$ cat config.mk
export PLATFORM = sky130hd
export DESIGN_NAME = rom_ram_bank_mapper_with_rtc_unit
export DESIGN_NICKNAME = d
export VERILOG_FILES = /design/src/rtl/rbm_pkg.sv /design/src/rtl/rom_ram_bank_mapper_with_rtc_unit.sv /design/src/rtl/rbm_rtc.sv /design/src/rtl/rbm_mapper.sv
export SDC_FILE = /design/constraint.sdc
export NUM_CORES = 1
export LEC_CHECK = 0
export BUFFER_PORTS_ARGS = -buffer_cell sky130_fd_sc_hd__buf_2
export CAP_MARGIN = 40
export CORE_AREA = 2 2 126 128
export DETAILED_ROUTE_END_ITERATION = 7
export DIE_AREA = 0 0 128 130
export GPL_TIMING_DRIVEN = 0
export PLACE_DENSITY = 0.68
export SYNTH_ARGS = -nofsm -noshare
export SYNTH_HDL_FRONTEND = slang
export SYNTH_HIERARCHICAL = 1
export SYNTH_SLANG_ARGS = --single-unit
$ cat constraint.sdc
create_clock -name clk -period 6.55 [get_ports clk]
set_input_delay 0.655 -clock clk [delete_from_list [all_inputs] [get_ports clk]]
set_output_delay 0.655 -clock clk [all_outputs]
set_load 0.005 [all_outputs]
$ cat src/rtl/rbm_pkg.sv
// shared types, codes and helpers for the bank mapper with real-time clock
package rbm_pkg;

  typedef enum logic [1:0] {
    OP_READ  = 2'd0,
    OP_WRITE = 2'd1,
    OP_TICK  = 2'd2
  } op_t;

  typedef enum logic [2:0] {
    SRC_NONE   = 3'd0,
    SRC_DATA   = 3'd1,
    SRC_ROM    = 3'd2,
    SRC_RAM_RD = 3'd3,
    SRC_RAM_WR = 3'd4
  } src_t;

  typedef enum logic [1:0] {
    CFG_ROM_BANKS = 2'd0,
    CFG_RAM_BANKS = 2'd1,
    CFG_HAS_RTC   = 2'd2
  } cfg_idx_t;

  localparam logic [3:0] RTC_SEC    = 4'h8;
  localparam logic [3:0] RTC_MIN    = 4'h9;
  localparam logic [3:0] RTC_HOUR   = 4'hA;
  localparam logic [3:0] RTC_DAY_LO = 4'hB;
  localparam logic [3:0] RTC_DAY_HI = 4'hC;

  localparam logic [7:0] OPEN_BUS       = 8'hFF;
  localparam logic [3:0] RAM_ENABLE_KEY = 4'hA;
  localparam logic [7:0] LATCH_ARM      = 8'h00;
  localparam logic [7:0] LATCH_FIRE     = 8'h01;

  localparam logic [5:0] LAST_SEC  = 6'd59;
  localparam logic [5:0] LAST_MIN  = 6'd59;
  localparam logic [4:0] LAST_HOUR = 5'd23;

  typedef struct packed {
    logic       tick;
    logic       wr;
    logic       latch;
    logic [3:0] sel;
    logic [7:0] data;
  } rtc_ctl_t;

  typedef struct packed {
    logic [2:0]  source;
    logic [7:0]  read_data;
    logic [20:0] memory_address;
  } result_t;

  function automatic logic [5:0] mod60(input logic [7:0] v);
    logic [7:0] r;
    r = v;
    if (r >= 8'd240) r = r - 8'd240;
    if (r >= 8'd120) r = r - 8'd120;
    if (r >= 8'd60)  r = r - 8'd60;
    return r[5:0];
  endfunction

  function automatic logic [4:0] mod24(input logic [7:0] v);
    logic [7:0] r;
    r = v;
    if (r >= 8'd192) r = r - 8'd192;
    if (r >= 8'd96)  r = r - 8'd96;
    if (r >= 8'd48)  r = r - 8'd48;
    if (r >= 8'd24)  r = r - 8'd24;
    return r[4:0];
  endfunction

endpackage

$ cat src/rtl/rom_ram_bank_mapper_with_rtc_unit.sv
// top level: config registers, input and result registers around the mapper
//
//   port group  direction  handshake            payload
//   cfg         in         cfg_write            cfg_index, cfg_data
//   in          in         in_valid / in_stall  operation, address, write_data
//   out         out        out_valid / out_stall source, read_data, memory_address
//
// one item per cycle sustained while out_stall is low, set by the single decode stage
// between the input and result registers. synchronous reset clears control state, the
// ram bank select and the clock counters, and sets the rom bank select to 1.
// out_stall holds the result register; in_stall rises only when both registers are full.
module rom_ram_bank_mapper_with_rtc_unit #(
  parameter int ROM_BANK_BITS = 7
) (
  input  logic        clk,
  input  logic        rst,
  input  logic        cfg_write,
  input  logic [1:0]  cfg_index,
  input  logic [7:0]  cfg_data,
  input  logic        in_valid,
  output logic        in_stall,
  input  logic [1:0]  operation,
  input  logic [15:0] address,
  input  logic [7:0]  write_data,
  output logic        out_valid,
  input  logic        out_stall,
  output logic [2:0]  source,
  output logic [7:0]  read_data,
  output logic [20:0] memory_address
);

  logic [7:0] rom_banks;
  logic [2:0] ram_banks;
  logic       has_rtc;

  logic        s1_valid;
  logic [1:0]  s1_op;
  logic [15:0] s1_addr;
  logic [7:0]  s1_data;

  logic              out_free, fire;
  rbm_pkg::rtc_ctl_t ctl;
  rbm_pkg::result_t  res;
  logic [7:0]        rtc_value;

  assign out_free = !out_valid || !out_stall;
  assign fire     = s1_valid && out_free;
  assign in_stall = s1_valid && !out_free;

  always_ff @(posedge clk) begin
    if (rst) begin
      rom_banks <= 8'd128;
      ram_banks <= 3'd4;
      has_rtc   <= 1'b1;
    end else if (cfg_write) begin
      case (cfg_index)
        rbm_pkg::CFG_ROM_BANKS: rom_banks <= cfg_data;
        rbm_pkg::CFG_RAM_BANKS: ram_banks <= cfg_data[2:0];
        rbm_pkg::CFG_HAS_RTC:   has_rtc   <= cfg_data[0];
        default: ;
      endcase
    end
  end

  always_ff @(posedge clk) begin
    if (rst) begin
      s1_valid <= 1'b0;
    end else if (!in_stall) begin
      s1_valid <= in_valid;
    end
  end

  always_ff @(posedge clk) begin
    if (in_valid && !in_stall) begin
      s1_op   <= operation;
      s1_addr <= address;
      s1_data <= write_data;
    end
  end

  always_ff @(posedge clk) begin
    if (rst) begin
      out_valid <= 1'b0;
    end else if (out_free) begin
      out_valid <= s1_valid;
    end
  end

  always_ff @(posedge clk) begin
    if (fire) begin
      source         <= res.source;
      read_data      <= res.read_data;
      memory_address <= res.memory_address;
    end
  end

  rbm_mapper #(
    .ROM_BANK_BITS(ROM_BANK_BITS)
  ) u_mapper (
    .clk       (clk),
    .rst       (rst),
    .fire      (fire),
    .op        (s1_op),
    .addr      (s1_addr),
    .data      (s1_data),
    .rom_banks (rom_banks),
    .ram_banks (ram_banks),
    .has_rtc   (has_rtc),
    .rtc_value (rtc_value),
    .ctl       (ctl),
    .res       (res)
  );

  rbm_rtc u_rtc (
    .clk   (clk),
    .rst   (rst),
    .ctl   (ctl),
    .value (rtc_value)
  );

endmodule

$ cat src/rtl/rbm_rtc.sv
// real-time clock: live counters, latch copy and register read mux
module rbm_rtc (
  input  logic              clk,
  input  logic              rst,
  input  rbm_pkg::rtc_ctl_t ctl,
  output logic [7:0]        value
);

  logic [5:0] seconds_count, minutes_count, held_seconds, held_minutes;
  logic [4:0] hours_count, held_hours;
  logic [8:0] days_count, held_days;
  logic       latch_armed, latch_taken;

  logic [5:0] s, m;
  logic [4:0] h;
  logic [8:0] d;

  always_ff @(posedge clk) begin
    if (rst) begin
      seconds_count <= '0;
      minutes_count <= '0;
      hours_count   <= '0;
      days_count    <= '0;
      held_seconds  <= '0;
      held_minutes  <= '0;
      held_hours    <= '0;
      held_days     <= '0;
      latch_armed   <= 1'b0;
      latch_taken   <= 1'b0;
    end else begin
      if (ctl.tick) begin
        if (seconds_count != rbm_pkg::LAST_SEC) begin
          seconds_count <= seconds_count + 6'd1;
        end else begin
          seconds_count <= '0;
          if (minutes_count != rbm_pkg::LAST_MIN) begin
            minutes_count <= minutes_count + 6'd1;
          end else begin
            minutes_count <= '0;
            if (hours_count != rbm_pkg::LAST_HOUR) begin
              hours_count <= hours_count + 5'd1;
            end else begin
              hours_count <= '0;
              days_count  <= days_count + 9'd1;
            end
          end
        end
      end
      if (ctl.wr) begin
        case (ctl.sel)
          rbm_pkg::RTC_SEC:    seconds_count <= rbm_pkg::mod60(ctl.data);
          rbm_pkg::RTC_MIN:    minutes_count <= rbm_pkg::mod60(ctl.data);
          rbm_pkg::RTC_HOUR:   hours_count   <= rbm_pkg::mod24(ctl.data);
          rbm_pkg::RTC_DAY_LO: days_count    <= {days_count[8], ctl.data};
          rbm_pkg::RTC_DAY_HI: days_count    <= {ctl.data[0], days_count[7:0]};
          default: ;
        endcase
      end
      if (ctl.latch) begin
        if (ctl.data == rbm_pkg::LATCH_ARM) begin
          latch_armed <= 1'b1;
        end else if (ctl.data == rbm_pkg::LATCH_FIRE && latch_armed) begin
          held_seconds <= seconds_count;
          held_minutes <= minutes_count;
          held_hours   <= hours_count;
          held_days    <= days_count;
          latch_taken  <= 1'b1;
          latch_armed  <= 1'b0;
        end
      end
    end
  end

  always_comb begin
    s = latch_taken ? held_seconds : seconds_count;
    m = latch_taken ? held_minutes : minutes_count;
    h = latch_taken ? held_hours   : hours_count;
    d = latch_taken ? held_days    : days_count;
    case (ctl.sel)
      rbm_pkg::RTC_SEC:    value = {2'b0, s};
      rbm_pkg::RTC_MIN:    value = {2'b0, m};
      rbm_pkg::RTC_HOUR:   value = {3'b0, h};
      rbm_pkg::RTC_DAY_LO: value = d[7:0];
      default:             value = {7'b0, d[8]};
    endcase
  end

endmodule

$ cat src/rtl/rbm_mapper.sv
// bank registers and bus decode into a result and clock controls
module rbm_mapper #(
  parameter int ROM_BANK_BITS = 7
) (
  input  logic              clk,
  input  logic              rst,
  input  logic              fire,
  input  logic [1:0]        op,
  input  logic [15:0]       addr,
  input  logic [7:0]        data,
  input  logic [7:0]        rom_banks,
  input  logic [2:0]        ram_banks,
  input  logic              has_rtc,
  input  logic [7:0]        rtc_value,
  output rbm_pkg::rtc_ctl_t ctl,
  output rbm_pkg::result_t  res
);

  logic [ROM_BANK_BITS-1:0] rom_bank;
  logic [1:0]               ram_bank;
  logic [3:0]               selected_register;
  logic                     clock_selected;
  logic                     ram_enable;

  logic [ROM_BANK_BITS-1:0] rom_bank_wr;
  logic [6:0]               rom_bank_ext;
  logic                     in_ram_area, sel_is_ram, sel_is_rtc, data_is_rtc;

  assign rom_bank_ext = 7'(rom_bank);
  assign rom_bank_wr  = (data[ROM_BANK_BITS-1:0] == '0) ? ROM_BANK_BITS'(1)
                                                        : data[ROM_BANK_BITS-1:0];
  assign in_ram_area  = (addr[15:13] == 3'b101) && ram_enable;
  assign sel_is_ram   = (selected_register <= 4'd3) &&
                        (selected_register < {1'b0, ram_banks});
  assign sel_is_rtc   = (selected_register >= rbm_pkg::RTC_SEC) &&
                        (selected_register <= rbm_pkg::RTC_DAY_HI);
  assign data_is_rtc  = (data >= {4'b0, rbm_pkg::RTC_SEC}) &&
                        (data <= {4'b0, rbm_pkg::RTC_DAY_HI});

  always_comb begin
    res            = '0;
    ctl            = '0;
    ctl.sel        = selected_register;
    ctl.data       = data;
    res.source     = rbm_pkg::SRC_NONE;
    case (op)
      rbm_pkg::OP_READ: begin
        res.source    = rbm_pkg::SRC_DATA;
        res.read_data = rbm_pkg::OPEN_BUS;
        if (addr[15:14] == 2'b00) begin
          res.source         = rbm_pkg::SRC_ROM;
          res.read_data      = '0;
          res.memory_address = {5'b0, addr};
        end else if (addr[15:14] == 2'b01) begin
          if ({1'b0, rom_bank_ext} < rom_banks) begin
            res.source         = rbm_pkg::SRC_ROM;
            res.read_data      = '0;
            res.memory_address = {rom_bank_ext, addr[13:0]};
          end
        end else if (in_ram_area) begin
          if (sel_is_ram) begin
            res.source         = rbm_pkg::SRC_RAM_RD;
            res.read_data      = '0;
            res.memory_address = {6'b0, selected_register[1:0], addr[12:0]};
          end else if (sel_is_rtc && has_rtc) begin
            res.read_data = rtc_value;
          end
        end
      end
      rbm_pkg::OP_WRITE: begin
        ctl.latch = fire && (addr[15:13] == 3'b011);
        if (in_ram_area && !clock_selected) begin
          if ({1'b0, ram_bank} < ram_banks) begin
            res.source         = rbm_pkg::SRC_RAM_WR;
            res.memory_address = {6'b0, ram_bank, addr[12:0]};
          end
        end
        ctl.wr = fire && in_ram_area && clock_selected && has_rtc;
      end
      rbm_pkg::OP_TICK: ctl.tick = fire;
      default: ;
    endcase
  end

  always_ff @(posedge clk) begin
    if (rst) begin
      rom_bank          <= ROM_BANK_BITS'(1);
      ram_bank          <= '0;
      selected_register <= '0;
      clock_selected    <= 1'b0;
      ram_enable        <= 1'b0;
    end else if (fire && op == rbm_pkg::OP_WRITE) begin
      case (addr[15:13])
        3'b000: ram_enable <= (data[3:0] == rbm_pkg::RAM_ENABLE_KEY);
        3'b001: rom_bank   <= rom_bank_wr;
        3'b010: begin
          if (data <= 8'd3) begin
            ram_bank          <= data[1:0];
            selected_register <= data[3:0];
            clock_selected    <= 1'b0;
          end else if (data_is_rtc && has_rtc) begin
            selected_register <= data[3:0];
            clock_selected    <= 1'b1;
          end
        end
        default: ;
      endcase
    end
  end

endmodule
Word level (Yosys, flattened, before mapping)
Cells that the tools add are included.
W data, S select, Z words.
- flip-flop bits (word level): 141
- input port bits: 41
- output and inout port bits: 34
- logic and storage cells: 200
- add/sub/neg operators: 13
- $lt $le $gt $ge: 18
- equality and inequality tests: 21
- muxes and demuxes: 79
- bitwise logic cells: 2
- reduce and logical (&&, ||, !) cells: 40
- operators by type and width (kind ; number):
    $mux W8 ; 29
    $mux W32 ; 3
    $mux W6 ; 13
    $mux W9 ; 6
    $pmux W21 S2 ; 1
    $mux W5 ; 8
    $pmux W8 S4 ; 1
    $mux W31 ; 1
    $mux W15 ; 2
    $eq A4 B4 Y1 const B ; 6
    $ge A8 B6 Y1 const B ; 3
    $ge A8 B7 Y1 const B ; 3
    $sub A8 B7 Y8 const B ; 3
    $mux W21 ; 1
    $pmux W9 S2 ; 1
    $ge A8 B8 Y1 const B ; 2
    $logic_and A1 B1 Y1 ; 16
    $sub A8 B8 Y8 const B ; 2
    $add A6 B1 Y6 const B ; 2
    $ne A6 B6 Y1 const B ; 2
    $reduce_and A2 Y1 ; 6
    $sub A6 B6 Y6 const B ; 2
    $add A9 B1 Y9 const B ; 1
    $reduce_and A3 Y1 ; 3
    other kinds (36) ; 56

Depth between registers and ports, before layout
Gate-level depths: netlist of the first run.
- depth in word-level cells: 23
- mapped depth: 15
- mapped depth without buffers: 13

Cells and area by module
Netlist of the first run, hierarchy kept.
- by module, submodules not included (module ; instances ; cells an instance ; area an instance (µm²) ; seq. area each (µm²)):
    rbm_rtc ; 1 ; 477 ; 3702.3 ; 1081.0
    rom_ram_bank_mapper_with_rtc_unit ; 1 ; 120 ; 2349.8 ; 2021.9
    rbm_mapper ; 1 ; 205 ; 1453.9 ; 300.3

Worst setup path before layout of the first run
No wires, ideal clock.
- path kind: in2reg
- start point: in out_stall
- end point: reg u_rtc.days_count[7]
- library setup time: 0.128 ns
- arrival time: 5.202 ns
- data required time: 6.422 ns
- setup slack: 1.220 ns
- cell stages on the path: 13
- buffers on the path: 2
- cells stage by stage: a21boi_0 > nand2_1 > nor2_1 > clkbuf_1 > nand2_1 > and4b_1 > clkbuf_1 > and2_1 > nand4_1 > o21ai_0 > nand2_1 > a221oi_1 > nor2_1
- RTL lines (element ; RTL line ; source):
    start, declared ; rom_ram_bank_mapper_with_rtc_unit.sv:26 ; input logic out_stall,
    end signal, assigned ; rbm_rtc.sv:44 ; days_count <= days_count + 9'd1;
    end signal, assigned ; rbm_rtc.sv:54 ; rbm_pkg::RTC_DAY_LO: days_count <= {days_count[8], ctl.data};
    end signal, assigned ; rbm_rtc.sv:55 ; rbm_pkg::RTC_DAY_HI: days_count <= {ctl.data[0], days_count[7:0]};
    end, declared ; rbm_rtc.sv:11 ; logic [8:0] days_count, held_days;

Final worst setup path of the first run
- start point: reg s1_data[6]
- end point: reg u_rtc.seconds_count[5]
- longest elaborated chain between the ends: 14
- elaborated cells between the ends (all ways): 17
- those cells by class: add/sub: 3; order compare: 3; mux: 11
- ends and longest elaborated chain (element ; RTL line ; source):
    start, declared ; rom_ram_bank_mapper_with_rtc_unit.sv:39 ; logic [7:0] s1_data;
    start signal, assigned ; rom_ram_bank_mapper_with_rtc_unit.sv:77 ; s1_data <= write_data;
    $sub A8 B8 Y8 or $ge A8 B8 Y1 (tied branches) ; rbm_pkg.sv:56 ; if (r >= 8'd240) r = r - 8'd240;
    $mux W8 (*) ; rbm_pkg.sv:56 ;
    $mux W8 (*) ; rbm_rtc.sv:50 ; case (ctl.sel)
    $mux W8 (*) ; rbm_rtc.sv:49 ; if (ctl.wr) begin
    $mux W8 (*) ; rbm_rtc.sv:19 ; if (rst) begin
    $sub A8 B7 Y8 or $ge A8 B7 Y1 (tied branches) ; rbm_pkg.sv:57 ; if (r >= 8'd120) r = r - 8'd120;
    $mux W8 (*) ; rbm_pkg.sv:57 ;
    $mux W8 (*) ; rbm_rtc.sv:50 ;
    $mux W8 (*) ; rbm_rtc.sv:49 ;
    $mux W8 (*) ; rbm_rtc.sv:19 ;
    $ge A8 B6 Y1 or $sub A6 B6 Y6 (tied branches) ; rbm_pkg.sv:58 ; if (r >= 8'd60) r = r - 8'd60;
    $mux W6 (*) ; rbm_pkg.sv:58 ;
    $mux W6 (*) ; rbm_rtc.sv:50 ;
    $mux W6 (*) ; rbm_rtc.sv:49 ;
    end signal, assigned ; rbm_rtc.sv:33 ; seconds_count <= seconds_count + 6'd1;
    end signal, assigned ; rbm_rtc.sv:51 ; rbm_pkg::RTC_SEC: seconds_count <= rbm_pkg::mod60(ctl.data);
    end, declared ; rbm_rtc.sv:9 ; logic [5:0] seconds_count, minutes_count, held_seconds, held_minutes;
Mark *: on every way between the ends. The rest lies on a longest branch, timed or not. The select of a mux whose other input is x is not followed.
A chain may end at the register's enable or synchronous reset.

==> impl_results.md, run 1 <==
- Outcome: finished, final reports clean
- Register-to-Register Path Depth: 15
- Max_cap viols: 0
- Pin count of the biggest net entering global routing: 29
- Final Max Slew Viols: 0
- PostCTS Resize Cnt: 0
- Tcrit/Tclk final: 0.571
- Cells on Worst Hold Path: 1
- Hold-fix buffers at CTS: 0
- Mapped Cells: 802
- Core ar.: 15400 µm²
- DRT antenna net count: 0
- Die Wd: 128 µm
- Vias in the first global route: 5818
- Top cell type's share of synthesized area: 0.232
- CP dominant cell by count: ha_1
- Mux share of post-synthesis cell area: 0.0615
- Syn avg cell area: 9.36 µm²
- Drt wl/cell: about 17 µm
- CTS sink cnt: 141
- IO buf count: 74
- Setup_tns: 0 ns
- Hold endpoint: s1_addr[4]
- Top post-synthesis cells by area: edfxtp_1, dfxtp_1, a21oi_1, mux2i_1, ha_1
- PnR worst setup slack: roughly 2.8 ns
- CP arrival: 4.05 ns
- Synth Register Bits: 141
- Via density: roughly 5.7
- Internal power: 1520 µW
- Synth Area in Adders: 0.0383
- Clock Pin Slew Worst Setup and Hold Paths: 0.06 ns
- Crit path cell chain: buf_4 -> ha_1 -> buf_4 -> and2_4 -> buf_6 -> xnor2_1 -> ha_1 -> a311o_1 -> or2_4 -> a21oi_1 -> ha_1 -> o21a_1 -> o2111a_1 -> nor4b_1 -> a211o_1
- Clock tree buffer depth: 2
- Reg2Reg Setup Slack: 2.81 ns
- Critical Path Slowest Stage Cell: edfxtp_1
- Register area share after synthesis: 0.453
- Yosys top cell by area: edfxtp_1
- R2r endpoint: u_rtc/seconds_count[5]
- Switching power: 484 µW
- Critical path class: reg2reg
- Leakage power: approximately 0.0033 µW
- Hold wc startpoint: address[4]
- Drt drc: 0
- Critical Path RT: 6.86 ns
- # rows: 46
- Count leader, synth: dfxtp_1
- Tot GR Track Use: 0.232
- FMAX: 268 MHz
- Max_slew headroom: 0.478
- Pwr Total: 2010 µW
- CP max stage delay: 0.47 ns
- Via Count: 6330
- XOR/XNOR share of the synthesized area: 0.0128
- Root Buffer: clkbuf_16
- CTS tree: yes
- Maximum vdd drop: ~0.00016 V
- Clock share of power: 0.445
- Tmin final: 3.74 ns
- Antenna violations before repair: 0
- Critical Path Start Type: flop
- Critical-path maximum fanout: 9
- Post-synth cell types: 79
- Place WS: 2.64 ns
- Worst slew pin tran: 0.779 ns
- Initial DRC count: 500
- Post-Syn Area: about 7500 µm²
- Layout cells sized above 1: 0.176
- Global placement routability congestion: 0.934
- GRT Residual Overflow: 0
- CP Launch Point: s1_data[6]
- Final count of negative-setup-slack endpoints: 0
- Setup Skew: 0.00850 ns
- Die area: 16600 µm²
- Worst Hold Class: in2reg
- Main flop type after synthesis: dfxtp_1
- Commonest cells post-synth: dfxtp_1, nand2_1, nor2_1
- Die H: 130 µm
- DP HPWL: 13600 µm
- Synthesis warning total: 6
- RSZ-0062 raised after global routing: false
- Largest family of logic cells by synthesized area: simple AND/OR/NAND/NOR gates
- Asr flop ratio synth: 0
- CTS H-tree depth: 4
- Top-Level Pins: 75
- Share of power burned in registers: 0.475
- Syn-to-layout area delta: 16.3%
- Worst-Skew Late Latency: 0.43 ns
- Final #Nets: 962
- Synth Area in Simple Gates: 0.201
- Sw Ratio: 0.241
- Setup crit end kind: flop
- Hold violation count in the final report: 0
- Worst r2r src: s1_data[6]
- Post-CTS Setup Repair Bufs: 0
- WL final: 18600 µm
- PD cells: roughly 230 nW/µm²
- Syn_nets: 866
- EDFF count, synth: 58
- Synth Area in Compound Gates: 0.174
- Comb pwr share: 0.080
- TritonRoute pass-1 iters: 5
- Initial core utilization: 0.487
- First-pass GRT wire length: between 20000 and 30000 µm
- Clock buffer count from CTS: 17
- Antenna diode count: 0
## registers in the layout, summed over array words and instances, names as in the netlist, 2 cells and up
name,count
u_rtc/seconds_count,6
rom_banks,8
u_rtc/hours_count,5
u_mapper/ram_bank,2
read_data,8
source,3
u_rtc/held_hours,5
ram_banks,3
u_rtc/days_count,9
u_rtc/held_days,9
s1_op,2
u_rtc/held_minutes,6
u_mapper/selected_register,4
memory_address,21
u_rtc/minutes_count,6
s1_addr,16
s1_data,8
u_mapper/rom_bank,7
u_rtc/held_seconds,6
## area by class of cell
class / count / area, µm²
buffer: 50 / 256
tap: 192 / 240
timing repair buffer: 77 / 417
inverter: 49 / 184
fill: 1398 / 6690
clock buffer: 21 / 470
multi-input combinational: 562 / 3680
sequential: 141 / 3400
clock inverter: 11 / 83.8
## worst max-delay path, delay by kind of cell, from the launching register on
family                     cells  cell delay, ns
and+or+nand+nor                3            0.52
AOI/OAI and AO/OA              5            1.27
DFF                            1            0.47
adders and majority gates      3            0.70
xor gates and xnor gates       1            0.16
buffers and inverters          3            0.49
## cell usage in the layout, fill, tap and decap left out, types with 4 or more instances in the layout
cell and instances:
dfxtp_1 83, buf_2 80, nand2_1 76, nor2_1 67
a21oi_1 65, edfxtp_1 58, inv_1 47, nand3_1 32
mux2i_1 30, clkbuf_1 27, o21ai_0 27, nand2b_1 26
ha_1 23, a211oi_1 22, nor3_1 21, clkbuf_16 17
a31oi_1 17, nor2b_1 12, nand4_1 10, buf_4 10
a311oi_1 10, xnor2_1 8, a221oi_1 8, nor4_1 8
and3_1 7, mux4_2 6, a211o_1 4, o21a_1 4
and4b_1 4, buf_1 4, or2_2 4
## metal layers
layer,wire [µm],GRT usage,part of all wire,vias up
met5,0,0,0,-
met3,846,0.0504,0.045,18
met4,279,0.0750,0.015,0
met2,8650,0.360,0.46,186
li1,-,-,-,3130
met1,8850,0.324,0.48,2996
## how the worst max path moves through the flow
| stage | cells after the start | slack (ns) | to |
|---|---|---|---|
| 2_1_floorplan | 13 | 1.22 | u_rtc/days_count[7] |
| 3_3_place_gp | 12 | -0.55 | u_rtc/held_minutes[4] |
| 3_5_place_dp | 13 | 2.64 | u_rtc/held_days[0] |
| 4_1_cts | 15 | 2.81 | u_rtc/minutes_count[4] |
| 5_1_grt | 15 | 2.58 | u_rtc/seconds_count[4] |
| 6_report | 15 | 2.81 | u_rtc/seconds_count[5] |
## logic make-up (layout without fill, tap and decap cells)
logic type | Yosys count | in the layout
AO/OA/AOI/OAI | 195 | 195
XOR/XNOR | 11 | 11
adder cells (fa/ha/maj) | 23 | 23
buffers and inverters | 99 | 208
flip-flops | 141 | 141
multiplexers | 38 | 38
AND/OR/NAND/NOR | 295 | 295
## power by group through the flow
stage | sequential [µW] | clock (µW) | combinational (µW)
floorplan | 971 | 0 | 103
global placement | 974 | 0 | 154
detailed placement | 973 | 0 | 159
CTS | 954 | 905 | 160
global route | 956 | 942 | 177
finish | 954 | 895 | 160
## through the flow
| stage | hold slack, ns | std cells | area, µm² | utilization |
|---|---|---|---|---|
| 2_1_floorplan | 0.433 | 802 | 7510 | - |
| 3_3_place_gp | 0.441 | 1068 | 8120 | 0.526 |
| 3_5_place_dp | 0.447 | 1071 | 8180 | 0.530 |
| 4_1_cts | 0.384 | 1103 | 8730 | 0.566 |
| 5_1_grt | 0.378 | 1103 | 8730 | 0.566 |
| 6_report | 0.399 | 1103 | 8730 | 0.566 |
Power figures use the tool's default switching activity.
==> run 2, diff against run 1 <==
--- a/config.mk
+++ b/config.mk
@@ -11,7 +11,7 @@
 export DETAILED_ROUTE_END_ITERATION = 7
 export DIE_AREA = 0 0 128 130
 export GPL_TIMING_DRIVEN = 0
-export PLACE_DENSITY = 0.68
+export PLACE_DENSITY = 0.71
 export SYNTH_ARGS = -nofsm -noshare
 export SYNTH_HDL_FRONTEND = slang
 export SYNTH_HIERARCHICAL = 1
==> constraint.sdc (replaced) <==
create_clock -name clk -period 3.12 [get_ports clk]
set_input_delay 0.312 -clock clk [delete_from_list [all_inputs] [get_ports clk]]
set_output_delay 0.312 -clock clk [all_outputs]
set_load 0.005 [all_outputs]
==> run 2 against run 1 <==
The flow now finishes with violations (setup timing). Global-route usage up 0.57 points. Sequential power up 110%. Final area up 5.4%. Die area stayed put. Worst hold slack worse by 0.35 ns. Cell count is 2.6% higher. Critical endpoint is now u_rtc/seconds_count[4]. Largest cell class unchanged.
==> impl_results.md, run 2 (synthesized netlist as in run 1, its figures left out) <==
- Setup crit end kind: flop (unchanged)
- Critical Path RT: 3.47 ns (was 6.86 ns)
- DP HPWL: 13500 µm (was 13600 µm)
- Top-Level Pins: 75 (unchanged)
- Hold violation count in the final report: 0 (unchanged)
- Commonest non-fill, non-tap cell in the layout: dfxtp_1 (unchanged)
- Worst-Skew Late Latency: 0.43 ns (about the same)
- Die H: 130 µm (unchanged)
- Initial core utilization: 0.487 (unchanged)
- GRT Residual Overflow: 0 (unchanged)
- Max_slew headroom: 0.493 (was 0.478)
- Tcrit/Tclk final: 1.02 (was 0.571)
- Clock tree buffer depth: 2 (unchanged)
- Outcome: finished with violations (was finished, final reports clean)
- WL final: 19400 µm (was 18600 µm)
- Maximum vdd drop: 0.000353 V (was 0.000163 V)
- IO buf count: 74 (unchanged)
- CTS tree: yes (unchanged)
- Initial DRC count: 686 (was 500)
- CP Launch Point: s1_data[6] (unchanged)
- PnR worst setup slack: -0.0640 ns (was 2.81 ns)
- Crit path cell chain: buf_6 -> ha_4 -> and2_4 -> xnor2_4 -> ha_2 -> a311o_1 -> or2_4 -> a21oi_4 -> ha_4 -> inv_1 -> or3b_1 -> a21boi_4 -> a211oi_2 (was buf_4 -> ha_1 -> buf_4 -> and2_4 -> buf_6 -> xnor2_1 -> ha_1 -> a311o_1 -> or2_4 -> a21oi_1 -> ha_1 -> o21a_1 -> o2111a_1 -> nor4b_1 -> a211o_1)
- Setup_tns: -0.223 ns (was 0 ns)
- Die Wd: 128 µm (unchanged)
- RSZ-0062 raised after global routing: true (was false)
- Final Max Slew Viols: 0 (unchanged)
- CP dominant cell by count: ha_4 (was ha_1)
- Tmin final: 3.18 ns (was 3.74 ns)
- Antenna violations before repair: 0 (unchanged)
- Drt wl/cell: 17.1 µm (was 16.9 µm)
- Leakage power: 0.00347 µW (was 0.00326 µW)
- CTS H-tree depth: 4 (unchanged)
- TritonRoute pass-1 iters: 5 (unchanged)
- FMAX: 314 MHz (was 268 MHz)
- Critical path class: reg2reg (unchanged)
- Critical Path Slowest Stage Cell: edfxtp_1 (unchanged)
- DRT antenna net count: 0 (unchanged)
- CTS sink cnt: 141 (unchanged)
- Critical path's top delay family: compound AO/OA/AOI/OAI gates (unchanged)
- Register name with the most flops: memory_address (unchanged)
- Worst r2r src: s1_data[6] (unchanged)
- Tot GR Track Use: 0.237 (was 0.232)
- Worst Hold Class: in2reg (unchanged)
- Antenna diode count: 0 (unchanged)
- Via density: 5.84 (was 5.74)
- Clock Pin Slew Worst Setup and Hold Paths: 0.06 ns (about the same)
- Setup Skew: 0.0142 ns (was 0.00850 ns)
- Pin count of the biggest net entering global routing: 25 (was 29)
- Failing checks: setup timing
- CP max stage delay: 0.51 ns (was 0.47 ns)
- Global placement routability congestion: 0.917 (was 0.934)
- FILL cells: 1346 (was 1398)
- Root Buffer: clkbuf_16 (unchanged)
- Final #Nets: 991 (was 962)
- Core ar.: 15400 µm² (unchanged)
- Syn-to-layout area delta: 22.6% (was 16.3%)
- Die area: 16600 µm² (unchanged)
- Worst slew pin tran: 0.756 ns (was 0.779 ns)
- Clock buffer count from CTS: 17 (unchanged)
- PD cells: 469 nW/µm² (was 230 nW/µm²)
- Number of flip-flops in the largest register: 21 (unchanged)
- Drt drc: 0 (unchanged)
- Critical-path maximum fanout: 5 (was 9)
- Via Count: 6616 (was 6330)
- Hold wc startpoint: address[0] (was address[4])
- CP arrival: 3.54 ns (was 4.05 ns)
- Commonest non-fill, non-tap cells in the layout: dfxtp_1, buf_2, nand2_1 (unchanged)
- First-pass GRT wire length: 30800 µm (was 30000 µm)
- Vias in the first global route: 6054 (was 5818)
- Layout cells sized above 1: 0.240 (was 0.176)
- Largest registers: memory_address: 21 flops, s1_addr: 16 flops (unchanged)
- Hold-fix buffers at CTS: 0 (unchanged)
- # rows: 46 (unchanged)
- Max_cap viols: 0 (unchanged)
- Final count of negative-setup-slack endpoints: 7 (was 0)
- Sum of buffers and inverters on the critical path: 2 (was 3)
- Critical Path Start Type: flop (unchanged)
- Util after Layout: 0.597 (was 0.566)
run 2: per-stage QoR:
step | hold WS, ns | cells | cell area (µm²) | total power [µW] | setup slack, ns
global route | 0.0436 | 1132 | 9200 | 4460 | -0.199
CTS | 0.0439 | 1123 | 9020 | 4290 | -0.0976
floorplan | 0.381 | 802 | 7570 | 2260 | -0.0562
finish | 0.0517 | 1132 | 9200 | 4320 | -0.0640
detailed placement | 0.447 | 1071 | 8240 | 2380 | -0.564
global placement | 0.441 | 1068 | 8180 | 2370 | -0.751
run 2: where the power goes:
| part | internal, µW | total (µW) | switching, µW |
|---|---|---|---|
| registers | 1970 | 2000 | 26.5 |
| clock network | 1090 | 1890 | 797 |
| logic | 199 | 430 | 231 |
| total | 3260 | 4320 | 1050 |
run 2: path summary, 6_finish.rpt:
| check | to | slack [ns] | depth (start not counted) |
|---|---|---|---|
| max | u_rtc/seconds_count[4] | -0.06 | 13 |
| min | s1_addr[0] | 0.05 | 1 |
| max reg2reg | u_rtc/seconds_count[4] | -0.06 | 13 |
| min reg2reg | u_rtc/held_days[0] | 0.45 | 2 |
run 2: area by class of cell:
class | instances | area [µm²] | share of cell area
Timing Repair Buffer | 113 | 704 | 0.0765
Buffer | 43 | 221 | 0.0241
Tap cell | 192 | 240 | 0.0261
Inverter | 49 | 193 | 0.0209
Clock buffer | 21 | 472 | 0.0513
Multi-Input combinational cell | 562 | 3890 | 0.422
Sequential cell | 141 | 3400 | 0.370
Clock inverter | 11 | 82.6 | 0.00897
run 2: worst reg2reg max path: cells and delay by family (launching register included):
kind / cells / cell delay (ns)
buffers and inverters: 2 / 0.22
adder cells (fa/ha/maj): 3 / 0.51
AO/OA/AOI/OAI: 4 / 0.89
flip-flops: 1 / 0.51
AND/OR/NAND/NOR: 3 / 0.85
XOR/XNOR: 1 / 0.13
run 2: repair_timing:
item,CTS,global route
cloned,0,0
endpoints found under the setup margin,36,40
setup buffers,24,12
pin swaps,13,9
gates resized for setup,17,25
run 2: per-layer routing:
layer / share of wire / global-route usage
met1: 0.46 / 0.326
met2: 0.45 / 0.371
met3: 0.058 / 0.0414
met4: 0.029 / 0.105
met5: 0 / 0
